File: config.mk
export PLATFORM = sky130hd
export DESIGN_NAME = ipu_fifo
export DESIGN_NICKNAME = d
export VERILOG_FILES = /design/src/rtl/ipu_pkg.sv /design/src/rtl/ipu_fifo.sv
export SDC_FILE = /design/constraint.sdc
export NUM_CORES = 1
export LEC_CHECK = 0
export ABC_AREA = 1
export BUFFER_PORTS_ARGS = -buffer_cell sky130_fd_sc_hd__clkbuf_2
export CAP_MARGIN = 20
export CORE_MARGIN = 2
export CORE_UTILIZATION = 25
export DETAILED_ROUTE_END_ITERATION = 10
export SYNTH_ARGS = -nofsm -noshare
export SYNTH_HDL_FRONTEND = slang
export SYNTH_SLANG_ARGS = --single-unit
File: constraint.sdc
create_clock -name clk_i -period 3.7 [get_ports clk_i]
set_input_delay 0.925 -clock clk_i [delete_from_list [all_inputs] [get_ports clk_i]]
set_output_delay 0.925 -clock clk_i [all_outputs]
set_load 0.05 [all_outputs]
File: src/rtl/ipu_pkg.sv
// Shared types, constants and helper functions of the integer pixel upscaler.
// No dependencies; every other file of the block imports this package.
package ipu_pkg;

  // Frame store geometry
  localparam int MaxWidth  = 256;
  localparam int MaxHeight = 256;
  localparam int MaxScale  = 16;

  localparam int ColW    = $clog2(MaxWidth);
  localparam int RowW    = $clog2(MaxHeight);
  localparam int AddrW   = RowW + ColW;
  localparam int RepW    = $clog2(MaxScale);
  localparam int ScaleW  = 5;
  localparam int SizeW   = 9;
  localparam int ChanW   = 8;
  localparam int PixW    = 3 * ChanW;
  localparam int PosW    = 12;
  localparam int CfgIdxW = 3;
  localparam int CfgW    = SizeW;

  // Configuration register indexes
  localparam logic [CfgIdxW-1:0] RegScaleX      = CfgIdxW'(0);
  localparam logic [CfgIdxW-1:0] RegScaleY      = CfgIdxW'(1);
  localparam logic [CfgIdxW-1:0] RegFrameWidth  = CfgIdxW'(2);
  localparam logic [CfgIdxW-1:0] RegFrameHeight = CfgIdxW'(3);

  // Input mode codes
  localparam logic ModeLoad  = 1'b0;
  localparam logic ModeFetch = 1'b1;

  // Queue depth between front and back
  localparam int QDepth = 4;
  localparam int QPtrW  = $clog2(QDepth);

  // One command from the front to the back
  typedef struct packed {
    logic             is_load;
    logic [AddrW-1:0] addr;
    logic [PixW-1:0]  pix;
    logic [PosW-1:0]  row;
    logic [PosW-1:0]  col;
    logic             frame_end;
  } ipu_cmd_t;

  // Map a scale of 0 to 1 and clip above the maximum
  function automatic logic [ScaleW-1:0] clamp_scale(input logic [ScaleW-1:0] v);
    logic [ScaleW-1:0] r;
    if (v == '0) r = ScaleW'(1);
    else if (v > ScaleW'(MaxScale)) r = ScaleW'(MaxScale);
    else r = v;
    return r;
  endfunction

  // Map a size of 0 to 1 and clip above the given maximum
  function automatic logic [SizeW-1:0] clamp_size(input logic [SizeW-1:0] v,
                                                   input logic [SizeW-1:0] hi);
    logic [SizeW-1:0] r;
    if (v == '0) r = SizeW'(1);
    else if (v > hi) r = hi;
    else r = v;
    return r;
  endfunction

endpackage

File: src/rtl/ipu_fifo.sv
// Short command queue between the front and the back part.
// Uses ipu_pkg for the command type and depth.
module ipu_fifo (
  input  logic              clk_i,
  input  logic              rst_ni,
  input  logic              push_i,
  input  ipu_pkg::ipu_cmd_t wdata_i,
  output logic              full_o,
  input  logic              pop_i,
  output ipu_pkg::ipu_cmd_t rdata_o,
  output logic              empty_o
);
  import ipu_pkg::*;

  ipu_cmd_t          slots_q [QDepth];
  logic [QPtrW-1:0]  wptr_q, rptr_q;
  logic [QPtrW:0]    count_q;
  logic              do_push, do_pop;

  assign full_o  = (count_q == (QPtrW+1)'(QDepth));
  assign empty_o = (count_q == '0);
  assign rdata_o = slots_q[rptr_q];
  assign do_push = push_i && !full_o;
  assign do_pop  = pop_i && !empty_o;

  // Store pushed commands
  always_ff @(posedge clk_i) begin
    if (do_push) slots_q[wptr_q] <= wdata_i;
  end

  // Advance pointers and occupancy
  always_ff @(posedge clk_i or negedge rst_ni) begin
    if (!rst_ni) begin
      wptr_q  <= '0;
      rptr_q  <= '0;
      count_q <= '0;
    end else begin
      if (do_push) wptr_q <= wptr_q + QPtrW'(1);
      if (do_pop)  rptr_q <= rptr_q + QPtrW'(1);
      case ({do_push, do_pop})
        2'b10:   count_q <= count_q + (QPtrW+1)'(1);
        2'b01:   count_q <= count_q - (QPtrW+1)'(1);
        default: count_q <= count_q;
      endcase
    end
  end

endmodule

* After elaboration in Yosys (flattened, before gate mapping)
Memory sizes are Yosys's and may differ from the RTL's.
Index checks and enable logic that the tools add are counted.
Widths: inputs -> output; s select.
** Cells by class
- Shift-type cells :: 0
- Bitwise operators :: 0
- Divide/modulo/power cells :: 0
- Reductions and logical operators :: 6
- Order comparisons :: 0
- Equality and inequality tests :: 3
- $mul :: 0
- Add/subtract/negate cells :: 4
- Multiplexer cells :: 3
** Operators by type and width (count)
- $pmux 3 s2 :: 1
- $add 2x1->2 const B :: 2
- $add 3x1->3 const B :: 1
- $eq 3x3->1 const B :: 1
- $logic_not 3->1 :: 1
- $sub 3x1->3 const B :: 1
- $eq 2x1->1 const B :: 1
- $eq 2x2->1 const B :: 1
- $logic_and 1x1->1 :: 2
- $logic_not 1->1 :: 2
- $mux 1 :: 2
- $reduce_bool 2->1 :: 1
** Word-level totals
- Latch bits :: 0
- Bits in writable memories :: 264
- Flip-flop bits (word level) :: 7
- Memories kept :: 1
- Bits of input ports :: 70
- Memory bits (read-only) :: 0
** Memories
- slots_q :: words 4, bits a word 66, rd ports 1, clocked after Yosys merged registers in 0, wr ports 1, RTL line ipu_fifo.sv:15 : ipu_cmd_t slots_q [QDepth];

* Longest topological paths before layout
- Depth after elaboration :: 5
- Gate-level depth with buffers :: 12
- Gate-level depth less buffers :: 12

* Worst setup path after synthesis
Ideal clock, no wire load.
- Path kind :: input to register
- Start :: input port push_i
- End :: memory slots_q[0][0] (netlist name) (enable)
- Cell stages on the path :: 2
- Buffers on the path :: 0
- Path slack :: -0.624 ns
- Arrival :: 3.834 ns
- Cells stage by stage :: nand2_1 nor2_1
** Between the ends
- Longest elaborated chain between the ends :: 3
** Ends and longest elaborated chain
- start, declared :: RTL line ipu_fifo.sv:6 : input logic push_i,
- $logic_and 1x1->1 :: RTL line ipu_fifo.sv:23 : assign do_push = push_i && !full_o;
- $mux 1 :: RTL line ipu_fifo.sv:28 : if (do_push) slots_q[wptr_q] <= wdata_i;
- $mux 1 (not written as such) :: RTL line ipu_fifo.sv:28
- end, declared :: RTL line ipu_fifo.sv:15
Every way passes these cells.

==> flow_metrics.tcl <==
set metrics [dict create \
    status "finished clean" \
    place_area_sq_um 12300 \
    slowest_stage "buf_4" \
    report.final.setup_viol 0 \
    coreArea_sq_um 43270 \
    grtUsageTotal 0.09934 \
    drive_gt1_frac 0.2018 \
    cp_num_buf_inv 2 \
    fin_util 0.3049 \
    grt_pass1_vias 6315 \
    dp_hpwl_um 13600 \
    relSlewSlack 0.4567 \
    avgViaCountPerCell 4.054 \
    wl_per_cell_um 14.49 \
    syn_to_final_growth_pct 19.73 \
    worst_pin_slew_ps 813.1 \
    finClkSkew_ps 10.56 \
    fp-row-count 76 \
    globalRouteMet1Util 0.1275 \
    avgSynthCellArea_sq_um 13.24 \
    nets 1049 \
    yosysUniqueCellTypes 17 \
    worstPathMaxFanout 49 \
    power_density_nw_per_um2 911.9 \
    cts-buffers-inserted 30 \
    routed_wl_um 22910 \
    die_h_um 213.9 \
    finalSetupTns_ps 0 \
    drtIter0Drc 312 \
    fin_crit_ps 3375 \
    vdd_ir_drop_max_v 0.0005554 \
    p_int_mw 6.716 \
    synthTopCellsByCount "264 x edfxtp_1, 216 x nand2_1, 147 x inv_1" \
    fmax_mhz 296.3 \
    grt_pass1_wl_um 35700 \
    fin_area_sq_um 13190 \
    die_w_um 213.9 \
    rsz0062_at_grt "no" \
    yosys.area.top_type "edfxtp_1" \
    hold_class "primary input to async pin" \
    cts_root_buf "clkbuf_16" \
    cp-start-kind "register" \
    route.detailed.drc 0 \
    busiest_layer "met2" \
    power_switching_mw 5.315 \
    ant_nets 0 \
    synth_area_leaders "edfxtp_1 72%, o211ai_1 9.0%, nand2_1 7.4%" \
    synth_edf_count 264 \
    vias 6409 \
    place_congestion 0.6816 \
    cpPeakStageDelay_ps 650 \
    port_buffers 137 \
    crit_type "register to primary output" \
    grt_util_met3 0.02485 \
    cp_cell_sequence "buf_4 > o211ai_1 > nand2_1 > clkbuf_2" \
    initial_utilization 0.2547 \
    yosys_warnings 0 \
    ys_seq_area_frac 0.7353 \
    grt_max_degree 108 \
    sw_frac_of_total 0.4418 \
    finalHoldViolations 0 \
    clkTransAtPathRegs_ps 70 \
    drv_cap 0 \
    final_max_slew_viol_count 0 \
    antenna_found_initial 2 \
    dp_slack_ps 837.5 \
    die_area_sq_um 45770 \
    ios 138 \
    setup_ws_ps 325.4 \
    n_antenna_cell 0 \
    p_comb_frac 0.424 \
    seqPwrFrac 0.350 \
    tritoncts "done" \
    clockBufferDepth 3 \
    cts-resized-gates 0 \
    finalCritPeriodShare 0.9120 \
    async_reset_ff_frac 0.02583 \
    p_leak_nw 5.249 \
    netlist_area_sq_um 11020 \
    synth_top_area_frac 0.7194 \
    synth_nets 908 \
    endpoint_kind "primary output" \
    critPathTopFamily "buffers and inverters" \
    htree_levels 1 \
    worstPathArrival_ps 2450 \
    ys_ff_latch 271 \
    num-fill-cells 4330 \
    cts_setup_buffers 0 \
    clock_latency_ps 560 \
    yosysMostFrequentCell "edfxtp_1" \
    cts_hold_buf 0 \
    synthCells 832 \
    ys.flop_type "edfxtp_1" \
    grt_use_met2 0.1640 \
    required_ps 2770 \
    cts.sinks 271 \
    grt_overflow 0 \
    p_clk_frac 0.225 \
    dr.pass1.iters 4 \
]
-- area by class of cell --
| type | instances | area (sq um) | share of cell area |
|---|---|---|---|
| flip-flops and latches | 271 | 8107 | 0.6144 |
| repair buffers | 153 | 908.4 | 0.06885 |
| multi-input cells | 368 | 1984 | 0.1504 |
| clock buffers | 39 | 805.8 | 0.06107 |
| inverters | 149 | 566.8 | 0.04296 |
| well taps | 585 | 732.0 | 0.05548 |
| clock inverters | 16 | 90.09 | 0.006828 |
-- flip-flops by register name (all words and copies together) (netlist names) --
name     cells
wptr_q       2
rptr_q       2
slots_q    264
count_q      3
-- cells by family after synthesis --
group	Yosys count	share of synthesized area
adder cells (fa/ha/maj)	6	0.007494
flip-flops	271	0.7353
AO/OA/AOI/OAI	133	0.09038
XOR/XNOR	1	0.0007950
AND/OR/NAND/NOR	228	0.07869
buffers and inverters	193	0.08732
-- through the flow --
stage / instances / hold slack (ps) / power [mW]
2_1_floorplan: 832 / 446.5 / 8.341
3_3_place_gp: 1526 / 461.8 / 9.426
3_5_place_dp: 1526 / 475.5 / 9.490
4_1_cts: 1581 / 171.7 / 12.26
5_1_grt: 1581 / 186.5 / 12.76
6_report: 1581 / 203.8 / 12.03
-- path summary, 6_finish.rpt --
path                                  end  depth (start not counted)  slack [ps]        from
setup / recovery               rdata_o[2]                          4         330   rptr_q[1]
hold / removal                 count_q[1]                          1         200      rst_ni
setup reg to reg           slots_q[2][12]                          5        1370  count_q[0]
hold reg to reg                count_q[0]                          1         480  count_q[0]
max in group asynchronous       rptr_q[1]                          1        3280      rst_ni
min in group clk_i             count_q[0]                          1         480  count_q[0]
-- per-layer routing --
metal / up-vias / part of all wire
met3: 44 / 0.062
met1: 3035 / 0.45
met2: 141 / 0.46
li1: 3185 / -
met5: - / 0.0012
met4: 4 / 0.024
-- worst register-to-register path, cell delays in order, from the launching register on --
cell and delay (ps):
dfrtp_1 370, inv_1 90, nand3_1 150, nand2_1 320, nor2_4 740, buf_12 310
-- cell usage in the layout (no fill, tap or decap), types with 6 or more instances in the layout --
cell       synthesis  layout
buf_4              6       9
nand2_1          216     216
clkbuf_16          0      31
inv_1            147     147
clkbuf_1           6       8
clkbuf_2           0     136
edfxtp_1         264     264
nand3_1            7       7
o211ai_1         132     132
dfrtp_1            7       6
buf_12             0       8
clkinv_1           0       6
-- power by group through the flow --
stage                     Combinational (mW)  Sequential, mW  Clock (mW)
after floorplan                         4.08            4.26           0
after global routing                    5.55            4.27        2.95
after detailed placement                5.21            4.28           0
after global placement                  5.17            4.26           0
after CTS                               5.22            4.22        2.82
final                                   5.11            4.21        2.71
(Power assumes the default switching activity.)
