$ cat src/rtl/ipu_pkg.sv
// Shared types, constants and helper functions of the integer pixel upscaler.
// No dependencies; every other file of the block imports this package.
package ipu_pkg;

  // Frame store geometry
  localparam int MaxWidth  = 256;
  localparam int MaxHeight = 256;
  localparam int MaxScale  = 16;

  localparam int ColW    = $clog2(MaxWidth);
  localparam int RowW    = $clog2(MaxHeight);
  localparam int AddrW   = RowW + ColW;
  localparam int RepW    = $clog2(MaxScale);
  localparam int ScaleW  = 5;
  localparam int SizeW   = 9;
  localparam int ChanW   = 8;
  localparam int PixW    = 3 * ChanW;
  localparam int PosW    = 12;
  localparam int CfgIdxW = 3;
  localparam int CfgW    = SizeW;

  // Configuration register indexes
  localparam logic [CfgIdxW-1:0] RegScaleX      = CfgIdxW'(0);
  localparam logic [CfgIdxW-1:0] RegScaleY      = CfgIdxW'(1);
  localparam logic [CfgIdxW-1:0] RegFrameWidth  = CfgIdxW'(2);
  localparam logic [CfgIdxW-1:0] RegFrameHeight = CfgIdxW'(3);

  // Input mode codes
  localparam logic ModeLoad  = 1'b0;
  localparam logic ModeFetch = 1'b1;

  // Queue depth between front and back
  localparam int QDepth = 4;
  localparam int QPtrW  = $clog2(QDepth);

  // One command from the front to the back
  typedef struct packed {
    logic             is_load;
    logic [AddrW-1:0] addr;
    logic [PixW-1:0]  pix;
    logic [PosW-1:0]  row;
    logic [PosW-1:0]  col;
    logic             frame_end;
  } ipu_cmd_t;

  // Map a scale of 0 to 1 and clip above the maximum
  function automatic logic [ScaleW-1:0] clamp_scale(input logic [ScaleW-1:0] v);
    logic [ScaleW-1:0] r;
    if (v == '0) r = ScaleW'(1);
    else if (v > ScaleW'(MaxScale)) r = ScaleW'(MaxScale);
    else r = v;
    return r;
  endfunction

  // Map a size of 0 to 1 and clip above the given maximum
  function automatic logic [SizeW-1:0] clamp_size(input logic [SizeW-1:0] v,
                                                   input logic [SizeW-1:0] hi);
    logic [SizeW-1:0] r;
    if (v == '0) r = SizeW'(1);
    else if (v > hi) r = hi;
    else r = v;
    return r;
  endfunction

endpackage

$ cat src/rtl/ipu_front.sv
// Front part: configuration registers, load and read position tracking,
// and turning each transaction into a command for the queue. Uses ipu_pkg.
module ipu_front (
  input  logic                          clk_i,
  input  logic                          rst_ni,
  input  logic                          cfg_we_i,
  input  logic [ipu_pkg::CfgIdxW-1:0]   cfg_idx_i,
  input  logic [ipu_pkg::CfgW-1:0]      cfg_data_i,
  input  logic                          in_valid_i,
  output logic                          in_ready_o,
  input  logic                          mode_i,
  input  logic [ipu_pkg::PixW-1:0]      pix_i,
  output logic                          push_o,
  output ipu_pkg::ipu_cmd_t             cmd_o,
  input  logic                          full_i
);
  import ipu_pkg::*;

  logic [ScaleW-1:0] scale_x_q, scale_y_q;
  logic [SizeW-1:0]  width_q, height_q;
  logic [ScaleW-1:0] sx, sy;
  logic [SizeW-1:0]  w, h;

  logic [RowW-1:0] load_row_q, load_row_d;
  logic [ColW-1:0] load_col_q, load_col_d;
  logic [RowW-1:0] src_row_q, src_row_d;
  logic [ColW-1:0] src_col_q, src_col_d;
  logic [RepW-1:0] rep_row_q, rep_row_d;
  logic [RepW-1:0] rep_col_q, rep_col_d;
  logic [PosW-1:0] scaled_row_q, scaled_row_d;
  logic [PosW-1:0] scaled_col_q, scaled_col_d;

  logic accept, cfg_hit;
  logic last_rep_col, last_src_col, last_rep_row, col_wrap, load_last_col;
  logic [RowW-1:0] top_row;
  logic [RowW-1:0] restart_row;

  // Effective register values
  assign sx = clamp_scale(scale_x_q);
  assign sy = clamp_scale(scale_y_q);
  assign w  = clamp_size(width_q, SizeW'(MaxWidth));
  assign h  = clamp_size(height_q, SizeW'(MaxHeight));
  assign top_row = RowW'(h - SizeW'(1));

  // A height write restarts reading from the top row of the new height
  assign restart_row = (cfg_idx_i == RegFrameHeight)
                     ? RowW'(clamp_size(cfg_data_i, SizeW'(MaxHeight)) - SizeW'(1))
                     : top_row;

  assign in_ready_o = !full_i;
  assign accept     = in_valid_i && !full_i;
  assign push_o     = accept;

  assign cfg_hit = cfg_we_i && (cfg_idx_i == RegScaleX || cfg_idx_i == RegScaleY ||
                                cfg_idx_i == RegFrameWidth || cfg_idx_i == RegFrameHeight);

  // Position of the current output pixel within the scaled frame
  assign last_rep_col  = ({1'b0, rep_col_q} + ScaleW'(1)) >= sx;
  assign last_src_col  = ({1'b0, src_col_q} + SizeW'(1)) >= w;
  assign last_rep_row  = ({1'b0, rep_row_q} + ScaleW'(1)) >= sy;
  assign col_wrap      = last_rep_col && last_src_col;
  assign load_last_col = ({1'b0, load_col_q} + SizeW'(1)) >= w;

  // Build the command for this transaction
  always_comb begin
    cmd_o.is_load   = (mode_i == ModeLoad);
    cmd_o.addr      = (mode_i == ModeLoad) ? {load_row_q, load_col_q}
                                           : {src_row_q, src_col_q};
    cmd_o.pix       = pix_i;
    cmd_o.row       = scaled_row_q;
    cmd_o.col       = scaled_col_q;
    cmd_o.frame_end = col_wrap && last_rep_row && (src_row_q == '0);
  end

  // Advance load and read positions
  always_comb begin
    load_row_d   = load_row_q;
    load_col_d   = load_col_q;
    src_row_d    = src_row_q;
    src_col_d    = src_col_q;
    rep_row_d    = rep_row_q;
    rep_col_d    = rep_col_q;
    scaled_row_d = scaled_row_q;
    scaled_col_d = scaled_col_q;
    if (cfg_hit) begin
      load_row_d   = '0;
      load_col_d   = '0;
      src_row_d    = restart_row;
      src_col_d    = '0;
      rep_row_d    = '0;
      rep_col_d    = '0;
      scaled_row_d = '0;
      scaled_col_d = '0;
    end else if (accept && mode_i == ModeLoad) begin
      if (load_last_col) begin
        load_col_d = '0;
        if (({1'b0, load_row_q} + SizeW'(1)) >= h) load_row_d = '0;
        else load_row_d = load_row_q + RowW'(1);
      end else begin
        load_col_d = load_col_q + ColW'(1);
      end
    end else if (accept) begin
      if (last_rep_col) begin
        rep_col_d = '0;
        src_col_d = last_src_col ? '0 : src_col_q + ColW'(1);
      end else begin
        rep_col_d = rep_col_q + RepW'(1);
      end
      if (col_wrap) begin
        scaled_col_d = '0;
        scaled_row_d = scaled_row_q + PosW'(1);
        if (last_rep_row) begin
          rep_row_d = '0;
          if (src_row_q == '0) begin
            src_row_d    = top_row;
            scaled_row_d = '0;
          end else begin
            src_row_d = src_row_q - RowW'(1);
          end
        end else begin
          rep_row_d = rep_row_q + RepW'(1);
        end
      end else begin
        scaled_col_d = scaled_col_q + PosW'(1);
      end
    end
  end

  // Hold configuration registers
  always_ff @(posedge clk_i or negedge rst_ni) begin
    if (!rst_ni) begin
      scale_x_q <= ScaleW'(1);
      scale_y_q <= ScaleW'(1);
      width_q   <= SizeW'(MaxWidth);
      height_q  <= SizeW'(MaxHeight);
    end else if (cfg_we_i) begin
      case (cfg_idx_i)
        RegScaleX:      scale_x_q <= cfg_data_i[ScaleW-1:0];
        RegScaleY:      scale_y_q <= cfg_data_i[ScaleW-1:0];
        RegFrameWidth:  width_q   <= cfg_data_i;
        RegFrameHeight: height_q  <= cfg_data_i;
        default: ;
      endcase
    end
  end

  // Position registers
  always_ff @(posedge clk_i or negedge rst_ni) begin
    if (!rst_ni) begin
      load_row_q   <= '0;
      load_col_q   <= '0;
      src_row_q    <= RowW'(MaxHeight - 1);
      src_col_q    <= '0;
      rep_row_q    <= '0;
      rep_col_q    <= '0;
      scaled_row_q <= '0;
      scaled_col_q <= '0;
    end else begin
      load_row_q   <= load_row_d;
      load_col_q   <= load_col_d;
      src_row_q    <= src_row_d;
      src_col_q    <= src_col_d;
      rep_row_q    <= rep_row_d;
      rep_col_q    <= rep_col_d;
      scaled_row_q <= scaled_row_d;
      scaled_col_q <= scaled_col_d;
    end
  end

endmodule

$ cat config.mk
export PLATFORM = sky130hd
export DESIGN_NAME = ipu_front
export DESIGN_NICKNAME = d
export VERILOG_FILES = /design/src/rtl/ipu_pkg.sv /design/src/rtl/ipu_front.sv
export SDC_FILE = /design/constraint.sdc
export NUM_CORES = 1
export LEC_CHECK = 0
export ABC_CLOCK_PERIOD_IN_PS = 5190
export BUFFER_PORTS_ARGS = -buffer_cell sky130_fd_sc_hd__buf_2
export CORE_ASPECT_RATIO = 1.75
export CORE_MARGIN = 2
export CORE_UTILIZATION = 62
export DETAILED_ROUTE_END_ITERATION = 16
export PLACE_DENSITY = 0.84
export SYNTH_ARGS = -nofsm -noshare
export SYNTH_HDL_FRONTEND = slang
export SYNTH_SLANG_ARGS = --single-unit
export TNS_END_PERCENT = 1
$ cat constraint.sdc
create_clock -name clk_i -period 5.19 [get_ports clk_i]
set_input_delay 0 -clock clk_i [delete_from_list [all_inputs] [get_ports clk_i]]
set_output_delay 0 -clock clk_i [all_outputs]
set_load 0.05 [all_outputs]
Word level (Yosys, flattened, before mapping)
Index checks and enable logic that the tools add are counted.
{ "word_totals": {"regBits": 92, "word_cells": 123, "out_inout_bits": 68, "input_bits": 42} }
{ "classes": {"muxes": 49, "order_cmp": 10, "bitwise_logic": 1, "n_reduce_logical": 32, "addsub": 15, "eq_ne": 4} }
{ "op_table": {"columns": ["op", "n"], "rows": [
  ["8-bit two-way mux", 21],
  ["12-bit two-way mux", 10],
  ["4-bit two-way mux", 9],
  ["9-bit two-way mux", 4],
  ["8-bit by 1-bit adder with 9-bit output (second input constant)", 3],
  ["9-bit greater-or-equal comparator", 3],
  ["9-bit greater-than comparator (second input constant)", 3],
  ["9-bit zero test", 3],
  ["12-bit by 1-bit adder with 12-bit output (second input constant)", 2],
  ["8-bit by 1-bit adder with 8-bit output (second input constant)", 3],
  ["8-bit by 1-bit subtractor with 8-bit output (second input constant)", 3],
  ["5-bit two-way mux", 4],
  ["16-bit two-way mux", 1],
  ["2-bit AND reduction", 6],
  ["2-bit nonzero test", 6],
  ["4-bit by 1-bit adder with 5-bit output (second input constant)", 2],
  ["5-bit greater-or-equal comparator", 2],
  ["5-bit greater-than comparator (second input constant)", 2],
  ["5-bit zero test", 2],
  ["4-bit by 1-bit adder with 4-bit output (second input constant)", 2],
  ["8-bit zero test", 1],
  ["3-bit by 2-bit equality test with 1-bit output (second input constant)", 2],
  ["1-bit logical AND", 6],
  ["3-bit AND reduction", 2],
  ["other kinds (7)", 9]
]} }

Longest topological paths before layout
{ "logic_depth": {"depth_word": 10, "ltp_mapped": 14, "depth_no_buf": 12} }

Least setup slack after synthesis
OpenSTA, ideal clock, no wires.
{ "synth_timing": {"path_kind": "reg2out", "start": "reg src_col_q[0]", "end": "out cmd_o[0] (netlist name)", "stages_incl_launch_ff": 11, "required_time_ps": 5190, "path_slack_ps": 1978, "path_buffers": 0, "arrival_time_ps": 3212, "cell_sequence": "dfrtp_1 ha_1 nand3_1 nor2_1 xor2_1 ha_1 nand3_1 a211o_1 nand2_1 nor2_1 nor4_1"} }
{ "synth_rtl": {"columns": ["element", "line", "text"], "rows": [
  ["start, declared", "ipu_front.sv:27", "logic [ColW-1:0] src_col_q, src_col_d;"],
  ["start signal, assigned", "ipu_front.sv:162", "src_col_q <= src_col_d;"],
  ["end, declared", "ipu_front.sv:14", "output ipu_pkg::ipu_cmd_t cmd_o,"]
]} }

Final worst setup path
{ "layout_timing": {"start": "reg src_col_q[0]", "end": "reg scaled_col_q[11]"} }
{ "layout_between": {"elab_chain_cells": 7} }
{ "layout_lines": {"columns": ["element", "line", "text"], "rows": [
  ["8-bit by 1-bit adder with 9-bit output", "ipu_front.sv:59", "assign last_src_col = ({1'b0, src_col_q} + SizeW'(1)) >= w;"],
  ["9-bit greater-or-equal comparator", "ipu_front.sv:59", null],
  ["1-bit logical AND", "ipu_front.sv:61", "assign col_wrap = last_rep_col && last_src_col;"],
  ["12-bit two-way mux", "ipu_front.sv:109", "if (col_wrap) begin"],
  ["12-bit two-way mux", "ipu_front.sv:102", "end else if (accept) begin"],
  ["12-bit two-way mux", "ipu_front.sv:94", "end else if (accept && mode_i == ModeLoad) begin"],
  ["12-bit two-way mux", "ipu_front.sv:85", "if (cfg_hit) begin"],
  ["end signal, assigned", "ipu_front.sv:166", "scaled_col_q <= scaled_col_d;"],
  ["end, declared", "ipu_front.sv:31", "logic [PosW-1:0] scaled_col_q, scaled_col_d;"]
]} }
Every way passes these cells. The select of a mux whose other input is x is not followed.
A chain may end at the register's enable or synchronous reset.

==> run summary <==
Final Hold Fails - 0
CTS tree - yes
Synthesized instance count - 698
Clk root buf - clkbuf_16
GPL Wtd Cong - 0.958
Post-synth net total - 788
Hold WS - 0.0140 ps
RSZ-0062 raised after global routing - no
Synth Cell Area - 6460 µm²
Routed wl met2 - 8420 µm
Commonest cells in the netlist - 80 x dfrtp_1, 71 x nand2_1, 48 x ha_1, 48 x o21ai_0, 46 x nor2_1
Timing-limited maximum frequency - 267 MHz
1st-pass router iterations - 5
Yosys warns - 0
Setup Skew - 10.3 ps
Post-detailed-route count of antenna-violating nets - 0
Synth area leader - dfrtp_1
Final #Nets - 819
Post-CTS Setup Inserts - 0
CP delay by family, top - simple AND/OR/NAND/NOR gates
Synth top area share - 0.310
Synth top area cells - dfrtp_1 31%, ha_1 9.3%, mux2_2 7.1%
Chip height - 139 µm
Port bufs - 61
Die width - 81.2 µm
Setup violators final - 0
CP Capture Type - flip-flop
Global-route wire length before repair - 27500 µm
Post-synthesis mux area share - 0.0792
Final Cycle Share - 0.723
Synth Area in Simple Gates - 0.194
Total power - 2.97 mW
Count of cell types in the netlist - 71
Initial drt markers - 404
N_diodes - 0
Asr flop ratio synth - 1.00
Worst hold start - pix_i[11]
CTS Buffer Depth - 2
Least-Margin Pin Slew - 1040 ps
Setup TNS - 0 ps
DR vias/cell - 6.60
Num rows - 49
Hold Path Depth - 0
Num CTS Buffers - 9
H-tree depth - 3
Post-synth top flop - dfrtp_1
Via count - 5686
Hold Path Class - in2out
Period minus WS final - 3750 ps
Max_cap viols - 0
WL final - 16700 µm
Cell area after layout - 7020 µm²
Number of flops mapped to enable cells by yosys - 0
Pwr/cell area - 423 nW/µm²
Worst-Skew Late Latency - 360 ps
Total core area - 10200 µm²
Met1 Wirelength - 6260 µm
Slew HR - 0.308
Launching point of the worst reg2reg path - src_col_q[0]
Congestion Overflow GR - 0
Top-count cell post-synth - dfrtp_1
CP arrival - 3970 ps
CP max-delay cell - and3_1
CP Launch Type - flip-flop
Util after Layout - 0.685
Full die area - 11300 µm²
Routed len/inst - 19.4 µm
Worst Reg-to-Reg Cells - 11
GRT Overall Usage - 0.312
Endpoint of the worst hold path - cmd_o[36]
Area growth syn-to-layout - 8.53%
Residual DRC - 0
Initial core utilization - 0.631
I/O pin cnt - 110
Metal3 WL - 1140 µm
Ratio of cells with drive above 1 in the final layout - 0.206
Req. time, crit path - 5410 ps
Post-Synth XOR/XNOR Area - 0.0447
Worst reg2reg setup slack - 1440 ps
CP max stage delay - 830 ps
Status - completed
Average cell area after synthesis - 9.26 µm²
Reg2reg end - scaled_col_q[11]
Top Metal Used - met4
Vias in the first global route - 5757
Initial antenna violation count - 0
Post-synthesis compound-gate area fraction - 0.172
Main combinational cell family by area after synthesis - simple AND/OR/NAND/NOR gates
Placed cell area - 6660 µm²
CP Max Fanout - 23
CTS clk-pin slew, worst paths - 70 ps
Fin. max-slew vios - 0
CP Class - reg2reg
Peak VDD IR - 0.000316 V
Post-DP HPWL - 12000 µm
CTS Sinks - 92
Critical-path cell list - ha_1 -> nand3_1 -> nor2_1 -> xor2_1 -> ha_1 -> nand3_1 -> nor2_1 -> o21ai_0 -> and3_1 -> o21ai_0 -> o311ai_0
Largest net degree at the start of global routing - 67
Synth Area in Adders - 0.0929
Worst path bufs/invs - 0
Synth Register Bits - 92
Register area share after synthesis - 0.358
Leak - 3.25 nW
placed cells by master, fill, tap and decap left out, types with 6 or more instances in the layout:
master | Yosys | layout
a211o_1 | 7 | 7
a211oi_1 | 8 | 8
a21oi_1 | 20 | 20
a22o_1 | 15 | 15
a32o_1 | 6 | 6
and3_1 | 18 | 18
buf_2 | 10 | 60
clkbuf_16 | 0 | 9
dfrtp_1 | 80 | 80
dfstp_2 | 12 | 12
ha_1 | 48 | 48
inv_1 | 21 | 21
mux2_2 | 41 | 41
nand2_1 | 71 | 71
nand2b_1 | 15 | 15
nand3_1 | 33 | 33
nor2_1 | 46 | 46
nor2b_1 | 7 | 6
nor3_1 | 18 | 18
nor4_1 | 8 | 8
o211ai_1 | 7 | 7
o21ai_0 | 48 | 48
xnor2_1 | 15 | 15
xor2_1 | 18 | 18
power by group:
group	switching (mW)	internal, mW
clock network	0.294	0.389
logic	0.779	0.441
registers	0.186	0.879
registers in the layout, summed over array words and instances (netlist names):
register      flops
scaled_row_q     12
height_q          9
load_col_q        8
load_row_q        8
rep_col_q         4
scaled_col_q     12
width_q           9
scale_y_q         5
scale_x_q         5
src_row_q         8
rep_row_q         4
src_col_q         8
worst max path at each step:
stage | start | to | slack, ps | cells after the start
after global routing | src_col_q[0] | scaled_col_q[11] | 1110 | 11
after detailed placement | src_col_q[0] | scaled_col_q[11] | 1550 | 11
after global placement | src_col_q[0] | scaled_row_q[7] | 1830 | 11
final | src_col_q[0] | scaled_col_q[11] | 1440 | 11
after floorplan | src_col_q[0] | cmd_o[0] | 1980 | 10
after CTS | src_col_q[0] | scaled_col_q[11] | 1510 | 11
final cells by class:
cell class	instances	area (µm²)
inverters	23	86.3
flip-flops and latches	92	2320
clock inverters	5	61.3
repair buffers	69	380
fillers	780	3220
multi-input cells	534	3770
clock buffers	11	243
well taps	127	159
cell families (layout without fill, tap and decap cells):
group                      Yosys count  count (layout)
and+or+nand+nor                    248             248
AOI/OAI and AO/OA                  159             159
DFF                                 92              92
buffers and inverters               72             108
adders and majority gates           48              48
muxes                               46              46
xor gates and xnor gates            33              33
metal layers:
metal,track usage,vias up
li1,-,2610
met1,0.355,2730
met2,0.527,267
met3,0.0586,79
met4,0.185,0
met5,0,-
per-stage QoR:
stage | setup WS (ps) | std cells
6_report | 1440 | 861
2_1_floorplan | 1980 | 698
5_1_grt | 1110 | 861
4_1_cts | 1510 | 861
3_5_place_dp | 1550 | 840
3_3_place_gp | 1830 | 840
what timing repair did:
item	4_1_cts	5_1_grt
resized for setup	0	0
hold buffers	5	0
endpoints found under the hold margin	31	0
Power figures use the tool's default switching activity.
